--- src/ppm_pkg.sv ---
// ----------------------------------------------------------------------------
// ppm_pkg
// Shared constants, character codes, result kinds and the queue entry type
// for the PPM P6 stream decoder.
// ----------------------------------------------------------------------------
package ppm_pkg;

    // Width of the parsed decimal fields and of the pixel count
    localparam int DIM_BITS      = 16;
    localparam int PROD_BITS     = 2 * DIM_BITS;
    localparam int ACC_BITS      = DIM_BITS + 4;
    localparam int OUT_DIM_BITS  = 16;
    localparam int PIXEL_BITS    = 32;

    // Queue between parser and result stage; depth must be a power of two
    localparam int QUEUE_DEPTH   = 4;
    localparam int QPTR_BITS     = $clog2(QUEUE_DEPTH);
    localparam int QCNT_BITS     = QPTR_BITS + 1;

    // Output stream packing
    localparam int RESULT_DATA_BITS = PIXEL_BITS + 2 * OUT_DIM_BITS + 1;
    localparam int TDATA_BITS       = ((RESULT_DATA_BITS + 7) / 8) * 8;
    localparam int TDATA_PAD_BITS   = TDATA_BITS - RESULT_DATA_BITS;

    // Configuration port
    localparam int APB_ADDR_BITS = 3;
    localparam int APB_DATA_BITS = 32;
    localparam logic REG_IDX_HEADER_ONLY = 1'b0;

    // Result kinds
    localparam logic [1:0] KIND_PIXEL  = 2'd0;
    localparam logic [1:0] KIND_HEADER = 2'd1;
    localparam logic [1:0] KIND_STATUS = 2'd2;

    // Status codes
    localparam logic STATUS_OK      = 1'b0;
    localparam logic STATUS_INVALID = 1'b1;

    // Character codes
    localparam logic [7:0] CHAR_P    = 8'h50;
    localparam logic [7:0] CHAR_6    = 8'h36;
    localparam logic [7:0] CHAR_HASH = 8'h23;
    localparam logic [7:0] CHAR_LF   = 8'h0A;
    localparam logic [7:0] CHAR_CR   = 8'h0D;
    localparam logic [7:0] CHAR_TAB  = 8'h09;
    localparam logic [7:0] CHAR_SP   = 8'h20;
    localparam logic [7:0] CHAR_0    = 8'h30;
    localparam logic [7:0] CHAR_9    = 8'h39;

    localparam logic [7:0]          ALPHA_OPAQUE = 8'hFF;
    localparam logic [DIM_BITS-1:0] MAXVAL_REQ   = DIM_BITS'(255);

    // One queue entry: an optional pixel or header result, then an
    // optional final status
    typedef struct packed {
        logic                    has_main;
        logic                    main_is_header;
        logic [PIXEL_BITS-1:0]   pixel_word;
        logic [OUT_DIM_BITS-1:0] image_width;
        logic [OUT_DIM_BITS-1:0] image_height;
        logic                    has_end;
        logic                    end_status;
    } entry_t;

    typedef struct packed {
        logic [1:0]              result_kind;
        logic [PIXEL_BITS-1:0]   pixel_word;
        logic [OUT_DIM_BITS-1:0] image_width;
        logic [OUT_DIM_BITS-1:0] image_height;
        logic                    status_code;
        logic                    last_of_image;
    } result_t;

    function automatic logic [OUT_DIM_BITS-1:0] dim_out(input logic [DIM_BITS-1:0] v);
        logic [DIM_BITS+OUT_DIM_BITS-1:0] wide;
        wide = {{OUT_DIM_BITS{1'b0}}, v};
        return wide[OUT_DIM_BITS-1:0];
    endfunction

endpackage

--- src/ppm_front.sv ---
// ----------------------------------------------------------------------------
// ppm_front
// Byte parser: checks the magic, accumulates width, height and maxval,
// tracks the raster and writes one queue entry per item that has results.
// ----------------------------------------------------------------------------
module ppm_front
    import ppm_pkg::*;
(
    input  logic         clk,
    input  logic         rst_n,
    input  logic         s_tvalid,
    output logic         s_tready,
    input  logic [7:0]   s_tdata,     // [7:0] data_byte
    input  logic         s_tuser,     // [0] byte_present
    input  logic         s_tlast,
    input  logic         header_only,
    input  logic         q_full,
    output logic         q_push,
    output entry_t       q_entry
);

    typedef enum logic [8:0] {
        PH_MAGIC1      = 9'b000000001,
        PH_MAGIC2      = 9'b000000010,
        PH_WIDTH       = 9'b000000100,
        PH_HEIGHT      = 9'b000001000,
        PH_MAXVAL      = 9'b000010000,
        PH_HDR_COMMENT = 9'b000100000,
        PH_PIXELS      = 9'b001000000,
        PH_DONE        = 9'b010000000,
        PH_ERROR       = 9'b100000000
    } phase_t;

    phase_t                phase_reg, phase_next;
    logic                  comment_reg, comment_next;
    logic                  gap_reg, gap_next;
    logic                  digits_reg, digits_next;
    logic [DIM_BITS-1:0]   width_reg, width_next;
    logic [DIM_BITS-1:0]   height_reg, height_next;
    logic [DIM_BITS-1:0]   maxval_reg, maxval_next;
    logic [PROD_BITS-1:0]  pixels_left_reg, pixels_left_next;
    logic [1:0]            channel_reg, channel_next;
    logic [7:0]            red_reg, red_next;
    logic [7:0]            green_reg, green_next;
    logic [PROD_BITS-1:0]  product_reg;

    logic                  accept;
    logic [7:0]            c;
    logic                  c_ws;
    logic                  c_digit;
    logic [DIM_BITS-1:0]   acc_cur;
    logic [ACC_BITS-1:0]   acc_step;
    logic                  acc_over;
    logic                  acc_load;
    logic [DIM_BITS-1:0]   acc_value;
    logic                  finish;
    entry_t                entry;

    function automatic logic is_ws(input logic [7:0] b);
        return b inside {CHAR_SP, CHAR_TAB, CHAR_CR, CHAR_LF};
    endfunction

    function automatic logic is_digit(input logic [7:0] b);
        return b inside {[CHAR_0:CHAR_9]};
    endfunction

    assign accept   = s_tvalid && !q_full;
    assign s_tready = !q_full;
    assign c        = s_tdata;
    assign c_ws     = is_ws(c);
    assign c_digit  = is_digit(c);

    always_comb
    begin
        case (phase_reg)
            PH_WIDTH:  acc_cur = width_reg;
            PH_HEIGHT: acc_cur = height_reg;
            default:   acc_cur = maxval_reg;
        endcase
    end

    // acc * 10 + digit; anything in the top four bits is past the field range
    assign acc_step = (ACC_BITS'(acc_cur) << 3) + (ACC_BITS'(acc_cur) << 1)
                    + ACC_BITS'(c[3:0]);
    assign acc_over = |acc_step[ACC_BITS-1:DIM_BITS];

    always_comb
    begin
        phase_next       = phase_reg;
        comment_next     = comment_reg;
        gap_next         = gap_reg;
        digits_next      = digits_reg;
        width_next       = width_reg;
        height_next      = height_reg;
        maxval_next      = maxval_reg;
        pixels_left_next = pixels_left_reg;
        channel_next     = channel_reg;
        red_next         = red_reg;
        green_next       = green_reg;
        acc_load         = 1'b0;
        acc_value        = acc_step[DIM_BITS-1:0];
        finish           = 1'b0;
        entry            = '0;

        if (accept && s_tuser)
        begin
            case (phase_reg)
                PH_MAGIC1:
                begin
                    phase_next = (c == CHAR_P) ? PH_MAGIC2 : PH_ERROR;
                end
                PH_MAGIC2:
                begin
                    if (c == CHAR_6)
                    begin
                        phase_next   = PH_WIDTH;
                        gap_next     = 1'b0;
                        digits_next  = 1'b0;
                        comment_next = 1'b0;
                    end
                    else
                    begin
                        phase_next = PH_ERROR;
                    end
                end
                PH_WIDTH, PH_HEIGHT, PH_MAXVAL:
                begin
                    if (comment_reg)
                    begin
                        if (c == CHAR_LF)
                            comment_next = 1'b0;
                    end
                    else if (!digits_reg)
                    begin
                        if (c_ws)
                        begin
                            gap_next = 1'b1;
                        end
                        else if (c == CHAR_HASH)
                        begin
                            gap_next     = 1'b1;
                            comment_next = 1'b1;
                        end
                        else if (c_digit && gap_reg)
                        begin
                            digits_next = 1'b1;
                            acc_load    = 1'b1;
                            acc_value   = DIM_BITS'(c[3:0]);
                        end
                        else
                        begin
                            phase_next = PH_ERROR;
                        end
                    end
                    else if (c_digit)
                    begin
                        if (acc_over)
                            phase_next = PH_ERROR;
                        else
                            acc_load = 1'b1;
                    end
                    else if (!c_ws && c != CHAR_HASH)
                    begin
                        phase_next = PH_ERROR;
                    end
                    else
                    begin
                        digits_next = 1'b0;
                        gap_next    = 1'b1;
                        if (phase_reg == PH_MAXVAL)
                        begin
                            if (c == CHAR_HASH)
                                phase_next = PH_HDR_COMMENT;
                            else
                                finish = 1'b1;
                        end
                        else
                        begin
                            comment_next = (c == CHAR_HASH);
                            phase_next   = (phase_reg == PH_WIDTH) ? PH_HEIGHT : PH_MAXVAL;
                        end
                    end
                end
                PH_HDR_COMMENT:
                begin
                    if (c == CHAR_LF)
                        finish = 1'b1;
                end
                PH_PIXELS:
                begin
                    case (channel_reg)
                        2'd0:
                        begin
                            red_next     = c;
                            channel_next = 2'd1;
                        end
                        2'd1:
                        begin
                            green_next   = c;
                            channel_next = 2'd2;
                        end
                        default:
                        begin
                            channel_next     = 2'd0;
                            pixels_left_next = pixels_left_reg - PROD_BITS'(1);
                            if (pixels_left_reg == PROD_BITS'(1))
                                phase_next = PH_DONE;
                            if (!header_only)
                            begin
                                entry.has_main       = 1'b1;
                                entry.main_is_header = 1'b0;
                                entry.pixel_word     = {ALPHA_OPAQUE, red_reg, green_reg, c};
                            end
                        end
                    endcase
                end
                default:
                begin
                    // done or error: drop bytes until the end marker
                end
            endcase
        end

        if (acc_load)
        begin
            case (phase_reg)
                PH_WIDTH:  width_next  = acc_value;
                PH_HEIGHT: height_next = acc_value;
                default:   maxval_next = acc_value;
            endcase
        end

        // product_reg has settled: the height field closed at least two bytes ago
        if (finish)
        begin
            if (maxval_reg != MAXVAL_REQ)
            begin
                phase_next = PH_ERROR;
            end
            else
            begin
                pixels_left_next     = product_reg;
                channel_next         = 2'd0;
                phase_next           = (product_reg == '0) ? PH_DONE : PH_PIXELS;
                entry.has_main       = 1'b1;
                entry.main_is_header = 1'b1;
                entry.image_width    = dim_out(width_reg);
                entry.image_height   = dim_out(height_reg);
            end
        end

        if (accept && s_tlast)
        begin
            entry.has_end    = 1'b1;
            entry.end_status = (phase_next == PH_DONE) ? STATUS_OK : STATUS_INVALID;
            // rearm for the next image
            phase_next       = PH_MAGIC1;
            comment_next     = 1'b0;
            gap_next         = 1'b0;
            digits_next      = 1'b0;
            width_next       = '0;
            height_next      = '0;
            maxval_next      = '0;
            pixels_left_next = '0;
            channel_next     = 2'd0;
            red_next         = '0;
            green_next       = '0;
        end
    end

    assign q_push  = accept && (entry.has_main || entry.has_end);
    assign q_entry = entry;

    always_ff @(posedge clk or negedge rst_n)
    begin
        if (!rst_n)
        begin
            phase_reg       <= PH_MAGIC1;
            comment_reg     <= 1'b0;
            gap_reg         <= 1'b0;
            digits_reg      <= 1'b0;
            width_reg       <= '0;
            height_reg      <= '0;
            maxval_reg      <= '0;
            pixels_left_reg <= '0;
            channel_reg     <= 2'd0;
            red_reg         <= '0;
            green_reg       <= '0;
        end
        else
        begin
            phase_reg       <= phase_next;
            comment_reg     <= comment_next;
            gap_reg         <= gap_next;
            digits_reg      <= digits_next;
            width_reg       <= width_next;
            height_reg      <= height_next;
            maxval_reg      <= maxval_next;
            pixels_left_reg <= pixels_left_next;
            channel_reg     <= channel_next;
            red_reg         <= red_next;
            green_reg       <= green_next;
        end
    end

    // Pixel count, registered from the field registers
    always_ff @(posedge clk)
    begin
        product_reg <= PROD_BITS'(width_reg) * PROD_BITS'(height_reg);
    end

endmodule

--- src/ppm_queue.sv ---
// ----------------------------------------------------------------------------
// ppm_queue
// Short FIFO of result entries between the parser and the result stage.
// ----------------------------------------------------------------------------
module ppm_queue
    import ppm_pkg::*;
(
    input  logic    clk,
    input  logic    rst_n,
    input  logic    push,
    input  entry_t  push_entry,
    input  logic    pop,
    output logic    full,
    output logic    head_valid,
    output entry_t  head
);

    entry_t                slot_reg [QUEUE_DEPTH];
    logic [QPTR_BITS-1:0]  wr_ptr_reg, wr_ptr_next;
    logic [QPTR_BITS-1:0]  rd_ptr_reg, rd_ptr_next;
    logic [QCNT_BITS-1:0]  count_reg, count_next;
    logic                  do_push;
    logic                  do_pop;

    assign full       = (count_reg == QCNT_BITS'(QUEUE_DEPTH));
    assign head_valid = (count_reg != '0);
    assign head       = slot_reg[rd_ptr_reg];
    assign do_push    = push && !full;
    assign do_pop     = pop && head_valid;

    always_comb
    begin
        wr_ptr_next = do_push ? wr_ptr_reg + QPTR_BITS'(1) : wr_ptr_reg;
        rd_ptr_next = do_pop ? rd_ptr_reg + QPTR_BITS'(1) : rd_ptr_reg;
        count_next  = count_reg;
        if (do_push && !do_pop)
            count_next = count_reg + QCNT_BITS'(1);
        else if (!do_push && do_pop)
            count_next = count_reg - QCNT_BITS'(1);
    end

    always_ff @(posedge clk or negedge rst_n)
    begin
        if (!rst_n)
        begin
            wr_ptr_reg <= '0;
            rd_ptr_reg <= '0;
            count_reg  <= '0;
        end
        else
        begin
            wr_ptr_reg <= wr_ptr_next;
            rd_ptr_reg <= rd_ptr_next;
            count_reg  <= count_next;
        end
    end

    always_ff @(posedge clk)
    begin
        if (do_push)
            slot_reg[wr_ptr_reg] <= push_entry;
    end

endmodule

--- src/ppm_back.sv ---
// ----------------------------------------------------------------------------
// ppm_back
// Result stage: unpacks queue entries into single results and drives the
// registered output stream.
// ----------------------------------------------------------------------------
module ppm_back
    import ppm_pkg::*;
(
    input  logic                   clk,
    input  logic                   rst_n,
    input  logic                   head_valid,
    input  entry_t                 head,
    output logic                   pop,
    output logic                   m_tvalid,
    input  logic                   m_tready,
    output logic [TDATA_BITS-1:0]  m_tdata,   // [31:0] pixel_word, [47:32] image_width,
                                              // [63:48] image_height, [64] status_code
    output logic [1:0]             m_tuser,   // [1:0] result_kind
    output logic                   m_tlast
);

    logic     out_valid_reg, out_valid_next;
    result_t  out_reg, out_next;
    logic     pend_valid_reg, pend_valid_next;
    logic     pend_status_reg, pend_status_next;
    logic     load;

    function automatic result_t status_result(input logic st);
        result_t r;
        r               = '0;
        r.result_kind   = KIND_STATUS;
        r.status_code   = st;
        r.last_of_image = 1'b1;
        return r;
    endfunction

    assign load = !out_valid_reg || m_tready;

    always_comb
    begin
        out_valid_next   = out_valid_reg;
        out_next         = out_reg;
        pend_valid_next  = pend_valid_reg;
        pend_status_next = pend_status_reg;
        pop              = 1'b0;

        if (load)
        begin
            out_valid_next = 1'b0;
            if (pend_valid_reg)
            begin
                // status left over from a byte-and-end entry goes first
                out_valid_next  = 1'b1;
                out_next        = status_result(pend_status_reg);
                pend_valid_next = 1'b0;
            end
            else if (head_valid)
            begin
                pop            = 1'b1;
                out_valid_next = 1'b1;
                if (head.has_main)
                begin
                    out_next              = '0;
                    out_next.result_kind  = head.main_is_header ? KIND_HEADER : KIND_PIXEL;
                    out_next.pixel_word   = head.pixel_word;
                    out_next.image_width  = head.image_width;
                    out_next.image_height = head.image_height;
                    pend_valid_next       = head.has_end;
                    pend_status_next      = head.end_status;
                end
                else
                begin
                    out_next = status_result(head.end_status);
                end
            end
        end
    end

    always_ff @(posedge clk or negedge rst_n)
    begin
        if (!rst_n)
        begin
            out_valid_reg  <= 1'b0;
            pend_valid_reg <= 1'b0;
        end
        else
        begin
            out_valid_reg  <= out_valid_next;
            pend_valid_reg <= pend_valid_next;
        end
    end

    always_ff @(posedge clk)
    begin
        out_reg         <= out_next;
        pend_status_reg <= pend_status_next;
    end

    assign m_tvalid = out_valid_reg;
    assign m_tdata  = {{TDATA_PAD_BITS{1'b0}}, out_reg.status_code, out_reg.image_height,
                       out_reg.image_width, out_reg.pixel_word};
    assign m_tuser  = out_reg.result_kind;
    assign m_tlast  = out_reg.last_of_image;

endmodule

--- src/ppm_p6_stream_decoder.sv ---
// ----------------------------------------------------------------------------
// ppm_p6_stream_decoder
// PPM P6 byte stream decoder: header checks, raster packing into ARGB words,
// final status per image, APB register for header-only mode.
// ----------------------------------------------------------------------------
// Throughput: one input byte per cycle while the queue is not full; a byte that
//   completes a pixel or header and also ends the file yields two results, the
//   result first and then its status.
// Path: the queue takes an item's entry at its transfer, and the output
//   register loads it from the queue head when free; a trailing status follows.
// Reset: rst_n is asynchronous, active low; clears the parser state, the queue
//   pointers, the output valid flags and header_only. No memory clearing pass.
// ----------------------------------------------------------------------------
module ppm_p6_stream_decoder
    import ppm_pkg::*;
(
    input  logic                      clk,
    input  logic                      rst_n,
    // configuration
    input  logic                      psel,
    input  logic                      penable,
    input  logic                      pwrite,
    input  logic [APB_ADDR_BITS-1:0]  paddr,
    input  logic [APB_DATA_BITS-1:0]  pwdata,
    output logic [APB_DATA_BITS-1:0]  prdata,
    output logic                      pready,
    // input bytes
    input  logic                      s_tvalid,
    output logic                      s_tready,
    input  logic [7:0]                s_tdata,   // [7:0] data_byte
    input  logic                      s_tuser,   // [0] byte_present
    input  logic                      s_tlast,
    // results
    output logic                      m_tvalid,
    input  logic                      m_tready,
    output logic [TDATA_BITS-1:0]     m_tdata,   // [31:0] pixel_word, [47:32] image_width,
                                                 // [63:48] image_height, [64] status_code
    output logic [1:0]                m_tuser,   // [1:0] result_kind
    output logic                      m_tlast
);

    logic    header_only_reg, header_only_next;
    logic    reg_hit;
    logic    q_full;
    logic    q_push;
    entry_t  q_entry;
    logic    q_pop;
    logic    q_head_valid;
    entry_t  q_head;

    assign pready  = 1'b1;
    assign reg_hit = (paddr[APB_ADDR_BITS-1:2] == REG_IDX_HEADER_ONLY);

    always_comb
    begin
        header_only_next = header_only_reg;
        if (psel && penable && pwrite && pready && reg_hit)
            header_only_next = pwdata[0];
    end

    assign prdata = reg_hit ? {{(APB_DATA_BITS-1){1'b0}}, header_only_reg} : '0;

    always_ff @(posedge clk or negedge rst_n)
    begin
        if (!rst_n)
            header_only_reg <= 1'b0;
        else
            header_only_reg <= header_only_next;
    end

    ppm_front u_front (
        .clk         (clk),
        .rst_n       (rst_n),
        .s_tvalid    (s_tvalid),
        .s_tready    (s_tready),
        .s_tdata     (s_tdata),
        .s_tuser     (s_tuser),
        .s_tlast     (s_tlast),
        .header_only (header_only_reg),
        .q_full      (q_full),
        .q_push      (q_push),
        .q_entry     (q_entry)
    );

    ppm_queue u_queue (
        .clk        (clk),
        .rst_n      (rst_n),
        .push       (q_push),
        .push_entry (q_entry),
        .pop        (q_pop),
        .full       (q_full),
        .head_valid (q_head_valid),
        .head       (q_head)
    );

    ppm_back u_back (
        .clk        (clk),
        .rst_n      (rst_n),
        .head_valid (q_head_valid),
        .head       (q_head),
        .pop        (q_pop),
        .m_tvalid   (m_tvalid),
        .m_tready   (m_tready),
        .m_tdata    (m_tdata),
        .m_tuser    (m_tuser),
        .m_tlast    (m_tlast)
    );

    // A full queue means the output register is holding a result
    assert property (@(posedge clk) disable iff (!rst_n) !s_tready |-> m_tvalid)
        else $error("queue full while output register empty");

    // Pop only when the output register can take the entry
    assert property (@(posedge clk) disable iff (!rst_n) q_pop |-> (!m_tvalid || m_tready))
        else $error("queue popped while output stalled");

    // Only a status result closes an image
    assert property (@(posedge clk) disable iff (!rst_n)
                     (m_tvalid && m_tlast) |-> (m_tuser == KIND_STATUS))
        else $error("last flag on a non-status result");

    // An entry reaching the queue carries at least one result
    assert property (@(posedge clk) disable iff (!rst_n)
                     q_push |-> (q_entry.has_main || q_entry.has_end))
        else $error("empty entry pushed");

endmodule
--- config.mk ---
export PLATFORM = sky130hd
export DESIGN_NAME = ppm_p6_stream_decoder
export DESIGN_NICKNAME = d
export VERILOG_FILES = /design/src/ppm_pkg.sv /design/src/ppm_front.sv /design/src/ppm_queue.sv /design/src/ppm_back.sv /design/src/ppm_p6_stream_decoder.sv
export SDC_FILE = /design/constraint.sdc
export NUM_CORES = 1
export LEC_CHECK = 0
export BUFFER_PORTS_ARGS = -buffer_cell sky130_fd_sc_hd__buf_4
export CORE_MARGIN = 2
export CORE_UTILIZATION = 60
export CTS_CLUSTER_DIAMETER = 100
export DETAILED_ROUTE_END_ITERATION = 16
export PLACE_DENSITY = 0.79
export SYNTH_ARGS = -nofsm -noshare
export SYNTH_HDL_FRONTEND = slang
export SYNTH_SLANG_ARGS = --single-unit
--- constraint.sdc ---
create_clock -name clk -period 8.5 [get_ports clk]
set_input_delay 0.425 -clock clk [delete_from_list [all_inputs] [get_ports clk]]
set_output_delay 0.425 -clock clk [all_outputs]
set_load 0.005 [all_outputs]
# Word level (Yosys, flattened, before mapping)
# Memories as Yosys holds them, arrays and structs flattened.
# Cells that the tools add are included.
dict set report classes {
  n_lt_le_gt_ge 2
  n_reduce_logical 49
  n_shift 0
  n_div 0
  add_sub_neg 7
  n_eq_ne 26
  n_mul 1
  n_mux 130
  bitwise_logic 2
}
# operator n
set op_table {}
lappend op_table {{2-to-1 mux 16 bit} 16}
lappend op_table {{2-to-1 mux 32 bit} 8}
lappend op_table {{2-to-1 mux 9 bit} 18}
lappend op_table {{2-to-1 mux 34 bit} 4}
lappend op_table {{2-to-1 mux 68 bit} 2}
lappend op_table {{2-to-1 mux 8 bit} 9}
lappend op_table {{2-to-1 mux 1 bit} 54}
lappend op_table {{one-hot mux 9 bit (4 select lines)} 1}
lappend op_table {{== test 32 x 1 -> 1 bit (second input constant)} 1}
lappend op_table {{logical NOT 32 bit} 1}
lappend op_table {{multiplier 16 x 16 -> 32 bit} 1}
lappend op_table {{one-hot mux 16 bit (2 select lines)} 1}
lappend op_table {{subtractor 32 x 1 -> 32 bit (second input constant)} 1}
lappend op_table {{== test 8 x 4 -> 1 bit (second input constant)} 3}
lappend op_table {{== test 8 x 6 -> 1 bit (second input constant)} 3}
lappend op_table {{adder 19 x 17 -> 20 bit} 1}
lappend op_table {{adder 20 x 4 -> 20 bit} 1}
lappend op_table {{2-to-1 mux 2 bit} 9}
lappend op_table {{nonzero test 2 bit} 9}
lappend op_table {{inequality test 16 x 8 -> 1 bit (second input constant)} 1}
lappend op_table {{logical AND 1 bit} 14}
lappend op_table {{== test 9 x 1 -> 1 bit (second input constant)} 1}
lappend op_table {{== test 9 x 2 -> 1 bit (second input constant)} 1}
lappend op_table {{== test 9 x 3 -> 1 bit (second input constant)} 1}
lappend op_table {{other kinds (36)} 56}
dict set report word_totals {
  wordCells 243
  n_memories 1
  romBits 0
  mem_bits_rw 272
  regBits 221
  latch_bits 0
  in_bits 52
}
# name depth width rd rd_ports_with_merged_regs wr line
set mem_list {}
lappend mem_list {u_queue.slot_reg 4 68 1 0 1 ppm_queue.sv:18} ;# entry_t slot_reg [QUEUE_DEPTH];

# Depth between registers and ports, before layout
# Gate-level depths: netlist of run 1.
dict set report logic_depth {
  depth_word 22
  mapped_depth 25
  mapped_depth_nobuf 23
}

# Cells and area by module
# From an unflattened synthesis of run 1, not the netlist that was laid out.
dict set report unflattened {
  hier_cells 2565
  area_unflattened_um2 30553.1
}
# module area_each_um2 cells_each instances
set modules_own_cells {}
lappend modules_own_cells {ppm_front 17230.3 1971 1}
lappend modules_own_cells {ppm_queue 10308.6 391 1}
lappend modules_own_cells {ppm_back 2712.6 165 1}
lappend modules_own_cells {ppm_p6_stream_decoder 301.5 38 1}

# Worst setup path before layout of run 1
# Ideal clock, no wire load.
dict set report synth_path {
  path_type {register to register}
  from {register u_front.width_reg[11]}
  to {register u_front.product_reg[31]}
  n_path_buf 2
  setup_slack_ps 2172
  setup_ps 72
  stages_incl_launch_ff 23
  arrival_time_ps 6256
  cell_sequence {dfrtp_1 clkbuf_1 clkbuf_1 nand2_1 fa_1 inv_1 fa_1 fa_1 fa_1 inv_1 fa_1 inv_1 fa_1 ha_1 a211oi_1 nand2_1 a31oi_1 o21ai_0 a2111oi_0 nor3_1 or3_1 a21oi_1 xnor2_1}
}
dict set report synth_between {
  elab_chain_len 1
}
# element line
set synth_lines {}
lappend synth_lines {{start: declaration} ppm_front.sv:38} ;# logic [DIM_BITS-1:0] width_reg, width_next;
lappend synth_lines {{start signal: assignment} ppm_front.sv:296} ;# width_reg <= width_next;
lappend synth_lines {{multiplier 16 x 16 -> 32 bit} ppm_front.sv:309} ;# product_reg <= PROD_BITS'(width_reg) * PROD_BITS'(height_reg);
lappend synth_lines {{end signal: assignment} ppm_front.sv:309}
lappend synth_lines {{end: declaration} ppm_front.sv:45} ;# logic [PROD_BITS-1:0] product_reg;
# No other way between the ends.
# A chain may end at the register's enable or synchronous reset.

# Worst setup path in the final report of run 1
dict set report layout_path {
  from {register u_front.width_reg[6]}
  to {register u_front.product_reg[31]}
}
# Same word-level chain as after synthesis.

==> summary.txt, run 1 <==
Status: finished clean
Diode count: 0
Drt wl/cell: 19.8 um
Reg clk slew, reported paths: 0.06 ns
Antenna Violating Nets Remaining: 0
Master of the slowest instance on the critical path: dfrtp_1
Clk_lat worst skew: 0.59 ns
Final setup margin: 1.15 ns
RePlAce Congestion: 0.877
Setup TNS: 0 ns
# fillers: 3,284
Row count: 79
Yosys warns: 0
CP Cell Sequence: nand2_1 > fa_1 > inv_1 > fa_1 > fa_1 > fa_1 > inv_1 > fa_1 > inv_1 > fa_1 > ha_1 > a211oi_1 > nand2_1 > a31oi_1 > o21ai_0 > a2111oi_0 > nor3_1 > or3_1 > a21oi_1 > xnor2_1
Post-synthesis sequential area ratio: 44.9%
Slowest stage delay, CP: 1.05 ns
CTS buffer count: 46
Root Buffer Master: clkbuf_16
Area of the multi-input gates: 14,100 sq um
Max reg flops: 244
Unrepaired setup endpoints after global routing: no
Async set-reset flop share out of synthesis: 26.3%
Worst rel slew slack: 15.3%
Area grow syn2layout: 8.69%
Port-buffer cells: 89
Tightest Pin Transition: 1.27 ns
CTS tree: yes
CP endpoint kind: flip-flop
CTS HTree Levels: 2
Pleak: 13.1 nW
DRC: 0
Crit path time final: 7.35 ns
Peak supply drop: 0.222 mV
CTS Sinks: 457
Main synth FF type: edfxtp_1
Worst Path Arrival: 7.85 ns
Flops & latches, synth: 457
Final nets: 2,879
Die height: 222 um
Kind of critical path: reg2reg
Largest net degree at the start of global routing: 72
Initial DRC Count: 1,324
Required time of the critical path: 9.00 ns
Global Route Usage Sum: 26.1%
GRT overflow: 0
Pwr dens: 200 nW/um^2
Setup Skew: 0.0125 ns
Via count: 18,700
IO Pins: 162
Fin. max-slew vios: 0
First-pass GRT wire length: 102 mm
Post-Route WL: 62.1 mm
Share of layout cells above drive strength 1: 11.4%
Pre-CTS setup slack: 1.29 ns
1st-pass router iterations: 5
Die width: 222 um
Post-synth EDFFs: 305
Reg area: 12,800 sq um
Number of global-route vias before repair: 19,600
Die area: 49,300 sq um
CTS max path bufs: 3
Yosys cell types: 80
Starting Density: 61.0%
Gate Count Post-Synth: 2,460
Max_cap viols: 0
Synth Cell Area: 28,500 sq um
Max Fclk: 136 MHz
Crit-path max FO: 19
Tcrit/Tclk final: 86.5%
Avg Synthesized Cell Area: 11.6 sq um
Post-DR vias/cell: 5.96
Fin. Hold Viols: 0
Cell mode on critical path: fa_1
Hold WC Path Type: in2reg
Initial antenna violation count: 0
Setup violators final: 0
Hpwl dp: 42.1 mm
CP Launch Type: flip-flop
Core box area: 46,800 sq um
-- cell type report --
class,instances,share of cell area [%]
repair buffers,120,2.91
clock buffers,63,4.15
clock inverters,22,0.719
well taps,607,2.45
inverters,249,3.02
flip-flops and latches,457,41.3
multi-input cells,1614,45.4
-- where the power goes --
| part | internal [mW] | switching [mW] |
|---|---|---|
| Sequential | 2.77 | 0.136 |
| Clock | 1.14 | 0.861 |
| Combinational | 0.644 | 0.642 |
| Total | 4.55 | 1.64 |
-- Yosys cell counts (5+ instances only) --
master | instances | area (sq um)
edfxtp_1 | 305 | 9160
nand2b_1 | 12 | 75.1
mux2i_1 | 38 | 380
nor2b_1 | 66 | 413
nand4_1 | 10 | 62.6
nor2_1 | 120 | 450
clkbuf_1 | 113 | 424
fa_1 | 197 | 3940
mux2_2 | 6 | 67.6
xor2_1 | 21 | 184
o21ai_0 | 63 | 315
and2_1 | 155 | 970
a211oi_1 | 38 | 285
a21o_1 | 16 | 120
buf_1 | 12 | 45.0
mux4_2 | 61 | 1370
or2_2 | 8 | 50.1
a22oi_1 | 13 | 97.6
xnor2_1 | 55 | 482
o21ai_1 | 12 | 60.1
a21oi_1 | 68 | 340
o21bai_1 | 5 | 37.5
ha_1 | 142 | 1780
o21a_1 | 8 | 60.1
or3_1 | 6 | 37.5
dfrtp_1 | 119 | 2980
inv_1 | 248 | 931
nor4_1 | 20 | 125
nand3b_1 | 5 | 37.5
and3_1 | 8 | 50.1
buf_4 | 49 | 368
dfxtp_1 | 32 | 641
nand4b_1 | 7 | 61.3
nand3_1 | 26 | 130
nor3_1 | 29 | 145
nand2_1 | 281 | 1050
o211ai_1 | 19 | 143
-- metrics by stage --
| step | total power [mW] | utilization (%) | cell area, sq um | hold WS [ns] | instances |
|---|---|---|---|---|---|
| 6_report | 6.19 | 66.3 | 31000 | 0.0727 | 3132 |
| 3_3_place_gp | 4.18 | 63.0 | 29500 | 0.471 | 3046 |
| 3_5_place_dp | 4.25 | 63.0 | 29500 | 0.464 | 3046 |
| 5_1_grt | 6.45 | 66.3 | 31000 | 0.0673 | 3132 |
| 2_1_floorplan | 3.77 | - | 28700 | 0.129 | 2497 |
| 4_1_cts | 6.24 | 66.3 | 31000 | 0.0547 | 3132 |
-- metal layers --
metal,vias to the layer above,wire length [um],track usage (%)
li1,8340,-,-
met1,9503,25000,34.4
met2,661,30900,44.7
met3,152,3870,3.23
met4,0,2270,9.83
met5,-,0,0
-- layout by cell type, fill, tap and decap left out, drive strengths merged, types with 21 or more instances in the layout --
master,n
clkbuf,63
o21ai,75
xor2,21
conb,39
mux2i,38
ha,142
nor4,21
buf,119
a21oi,68
edfxtp,305
nand2,281
xnor2,55
dfrtp,119
and2,155
nor2,123
a211oi,41
nor2b,66
inv,251
nor3,30
fa,197
dfxtp,32
nand3,26
mux4,61
-- critical path, delay by kind of cell, from the launching register on --
family | cells | cell delay (ns)
flops | 1 | 1.05
xor+xnor | 1 | 0.14
compound gates | 5 | 1.72
fa+ha+maj | 7 | 3.35
buf+inv | 3 | 0.15
simple gates | 4 | 0.82
-- cell families after synthesis --
kind of cell | synth area share (%)
simple gates | 13.7
flops | 44.9
buf+inv | 6.29
fa+ha+maj | 20.1
compound gates | 6.35
mux | 6.39
xor+xnor | 2.33
other cells | 0.0263
-- path summary, 6_finish.rpt --
check | start | to | slack, ns | depth (start not counted)
worst max-delay path | u_front.width_reg[6] | u_front.product_reg[31] | 1.15 | 20
worst min-delay path | pwdata[0] | header_only_reg | 0.07 | 2
worst max register to register | u_front.width_reg[6] | u_front.product_reg[31] | 1.15 | 20
worst min register to register | u_front.product_reg[1] | u_front.pixels_left_reg[1] | 0.49 | 2
max in group asynchronous | rst_n | u_queue.rd_ptr_reg[0] | 6.53 | 3
min in group asynchronous | rst_n | u_front.height_reg[14] | 0.42 | 2
-- what timing repair did --
| item | in CTS | in global routing |
|---|---|---|
| endpoints found under the hold margin | 48 | 0 |
| setup buffers | 0 | 0 |
| resized for setup | 0 | 0 |
| hold buffers | 1 | 0 |
Power figures use the tool's default switching activity.
==> run 2: changes to the inputs <==
--- a/config.mk
+++ b/config.mk
@@ -6,7 +6,7 @@
 export NUM_CORES = 1
 export LEC_CHECK = 0
 export BUFFER_PORTS_ARGS = -buffer_cell sky130_fd_sc_hd__buf_4
-export CORE_MARGIN = 2
+export CORE_MARGIN = 4
 export CORE_UTILIZATION = 60
 export CTS_CLUSTER_DIAMETER = 100
 export DETAILED_ROUTE_END_ITERATION = 16
==> summary.txt, run 2 (same netlist as run 1, synthesis figures left out) <==
Unrepaired setup endpoints after global routing: no
# fillers: 3,298
Via count: 18,600
Hold WC Path Type: in2reg
Reg clk slew, reported paths: 0.06 ns
Tcrit/Tclk final: 84.7%
Initial antenna violation count: 1
Slowest stage delay, CP: 1.06 ns
Commonest cells after routing, fill and taps aside: 305 x edfxtp_1, 281 x nand2_1, 248 x inv_1
Worst setup path endpoint: u_front.product_reg[31]
IO Pins: 162
Critical path buffers and inverters: 5
Most common cell after layout, fill and taps aside: edfxtp_1
CTS tree: yes
CTS max path bufs: 3
Worst Path Arrival: 7.72 ns
Post-DR vias/cell: 5.94
WP depth: 21
Drt wl/cell: 20.0 um
Setup Skew: 0.0278 ns
Max_cap viols: 0
Required time of the critical path: 9.02 ns
RePlAce Congestion: 0.909
CTS HTree Levels: 2
Worst rel slew slack: 14.9%
Peak supply drop: 0.211 mV
Core box area: 46,800 sq um
Die width: 226 um
Post-Route WL: 62.5 mm
Crit-path max FO: 19
Crit path time final: 7.20 ns
Antenna Violating Nets Remaining: 0
Area grow syn2layout: 8.60%
First-pass GRT wire length: 102 mm
Diode count: 0
DRC: 0
Port-buffer cells: 89
GRT overflow: 0
1st-pass router iterations: 6
Tightest Pin Transition: 1.28 ns
Setup crit start: u_front.width_reg[6]
Fin. max-slew vios: 0
Hold Crit Depth: 2
Status: finished clean
CP Cell Sequence: nand2_1 > fa_1 > inv_1 > fa_1 > inv_1 > fa_1 > fa_1 > inv_1 > fa_1 > inv_1 > fa_1 > inv_1 > ha_1 > and2_1 > a31oi_1 > o21ai_0 > a2111oi_0 > nor3_1 > or3_1 > a21oi_1 > xnor2_1
CP Launch Type: flip-flop
Reg2Reg Capture Point: u_front.product_reg[31]
Reg area: 12,800 sq um
Setup TNS: 0 ns
Max reg flops: 244
CTS buffer count: 45
Worst reg2reg path depth: 21
Hpwl dp: 42.6 mm
Master of the slowest instance on the critical path: dfrtp_1
Area of the multi-input gates: 14,100 sq um
Hold WS: 0.0615 ns
Global Route Usage Sum: 25.1%
CP top delay family: adder cells
Clk_lat worst skew: 0.60 ns
Final nets: 2,875
Fin. Hold Viols: 0
Max Fclk: 139 MHz
Number of global-route vias before repair: 19,600
Largest net degree at the start of global routing: 68
Reg2Reg Setup Slack: 1.30 ns
Share of layout cells above drive strength 1: 11.5%
Kind of critical path: reg2reg
Initial DRC Count: 1,549
Starting Density: 61.0%
Pleak: 13.1 nW
Row count: 79
CTS Sinks: 457
Reg2reg start: u_front.width_reg[6]
CP endpoint kind: flip-flop
Setup violators final: 0
Die height: 226 um
Root Buffer Master: clkbuf_16
Pwr dens: 200 nW/um^2
Die area: 51,100 sq um
# Post-CTS Setup Buffers: 0
Cell mode on critical path: fa_1
## run 2: cell count changes in the layout (fill, tap and decap cells not counted), sizes merged
cell,delta
buf,-3
clkinvlp,+4
inv,+3
clkbuf,-8
bufinv,+1
clkinv,-2
## run 2: through the flow
step | area [sq um] | std cells | util [%] | setup WS, ns | total power, mW
CTS | 31000 | 3127 | 66.2 | 1.41 | 6.27
detailed placement | 29500 | 3043 | 63.0 | 1.46 | 4.26
finish | 31000 | 3127 | 66.2 | 1.30 | 6.21
global route | 31000 | 3127 | 66.2 | 0.868 | 6.50
floorplan | 28700 | 2497 | - | 2.17 | 3.77
global placement | 29500 | 3043 | 63.0 | 1.53 | 4.19
## run 2: cell type report
class                           instances  area share (%)
Timing Repair Buffer                  117            2.84
Tap cell                              607            2.45
Multi-Input combinational cell       1614            45.5
Inverter                              249            3.02
Clock buffer                           55            3.92
Clock inverter                         28           0.937
Sequential cell                       457            41.4
## run 2: where the power goes
part	total (mW)	internal (mW)	switching, mW
Sequential	2.90	2.77	0.137
Combinational	1.29	0.644	0.642
Clock	2.02	1.13	0.889
## run 2: what timing repair did
action / 4_1_cts / 5_1_grt
resized for setup: 0 / 0
hold buffers: 1 / 0
hold endpoints to repair: 65 / 0
## run 2: how the worst min path moves through the flow
| stage | startpoint | endpoint | slack [ns] |
|---|---|---|---|
| global route | pwdata[0] | header_only_reg | 0.04 |
| detailed placement | u_front.product_reg[1] | u_front.pixels_left_reg[1] | 0.47 |
| CTS | pwdata[0] | header_only_reg | 0.04 |
| global placement | u_front.product_reg[1] | u_front.pixels_left_reg[1] | 0.47 |
| floorplan | rst_n | header_only_reg | 0.13 |
| finish | pwdata[0] | header_only_reg | 0.06 |
## run 2: worst reg2reg max path: cells and delay by family, from the launching register on
| kind | cells | cell delay (ns) |
|---|---|---|
| XOR/XNOR | 1 | 0.13 |
| AND/OR/NAND/NOR | 4 | 0.88 |
| flip-flops | 1 | 1.06 |
| adder cells (fa/ha/maj) | 7 | 3.38 |
| buffers and inverters | 5 | 0.28 |
| AO/OA/AOI/OAI | 4 | 1.40 |
## run 2: per-layer routing
| layer | global-route usage, % | wire length, um | vias to the layer above |
|---|---|---|---|
| met3 | 4.56 | 4340 | 155 |
| met4 | 8.81 | 2150 | 0 |
| met5 | 0 | 0 | - |
| met1 | 33.3 | 25100 | 9405 |
| met2 | 42.0 | 30900 | 682 |
| li1 | - | - | 8337 |
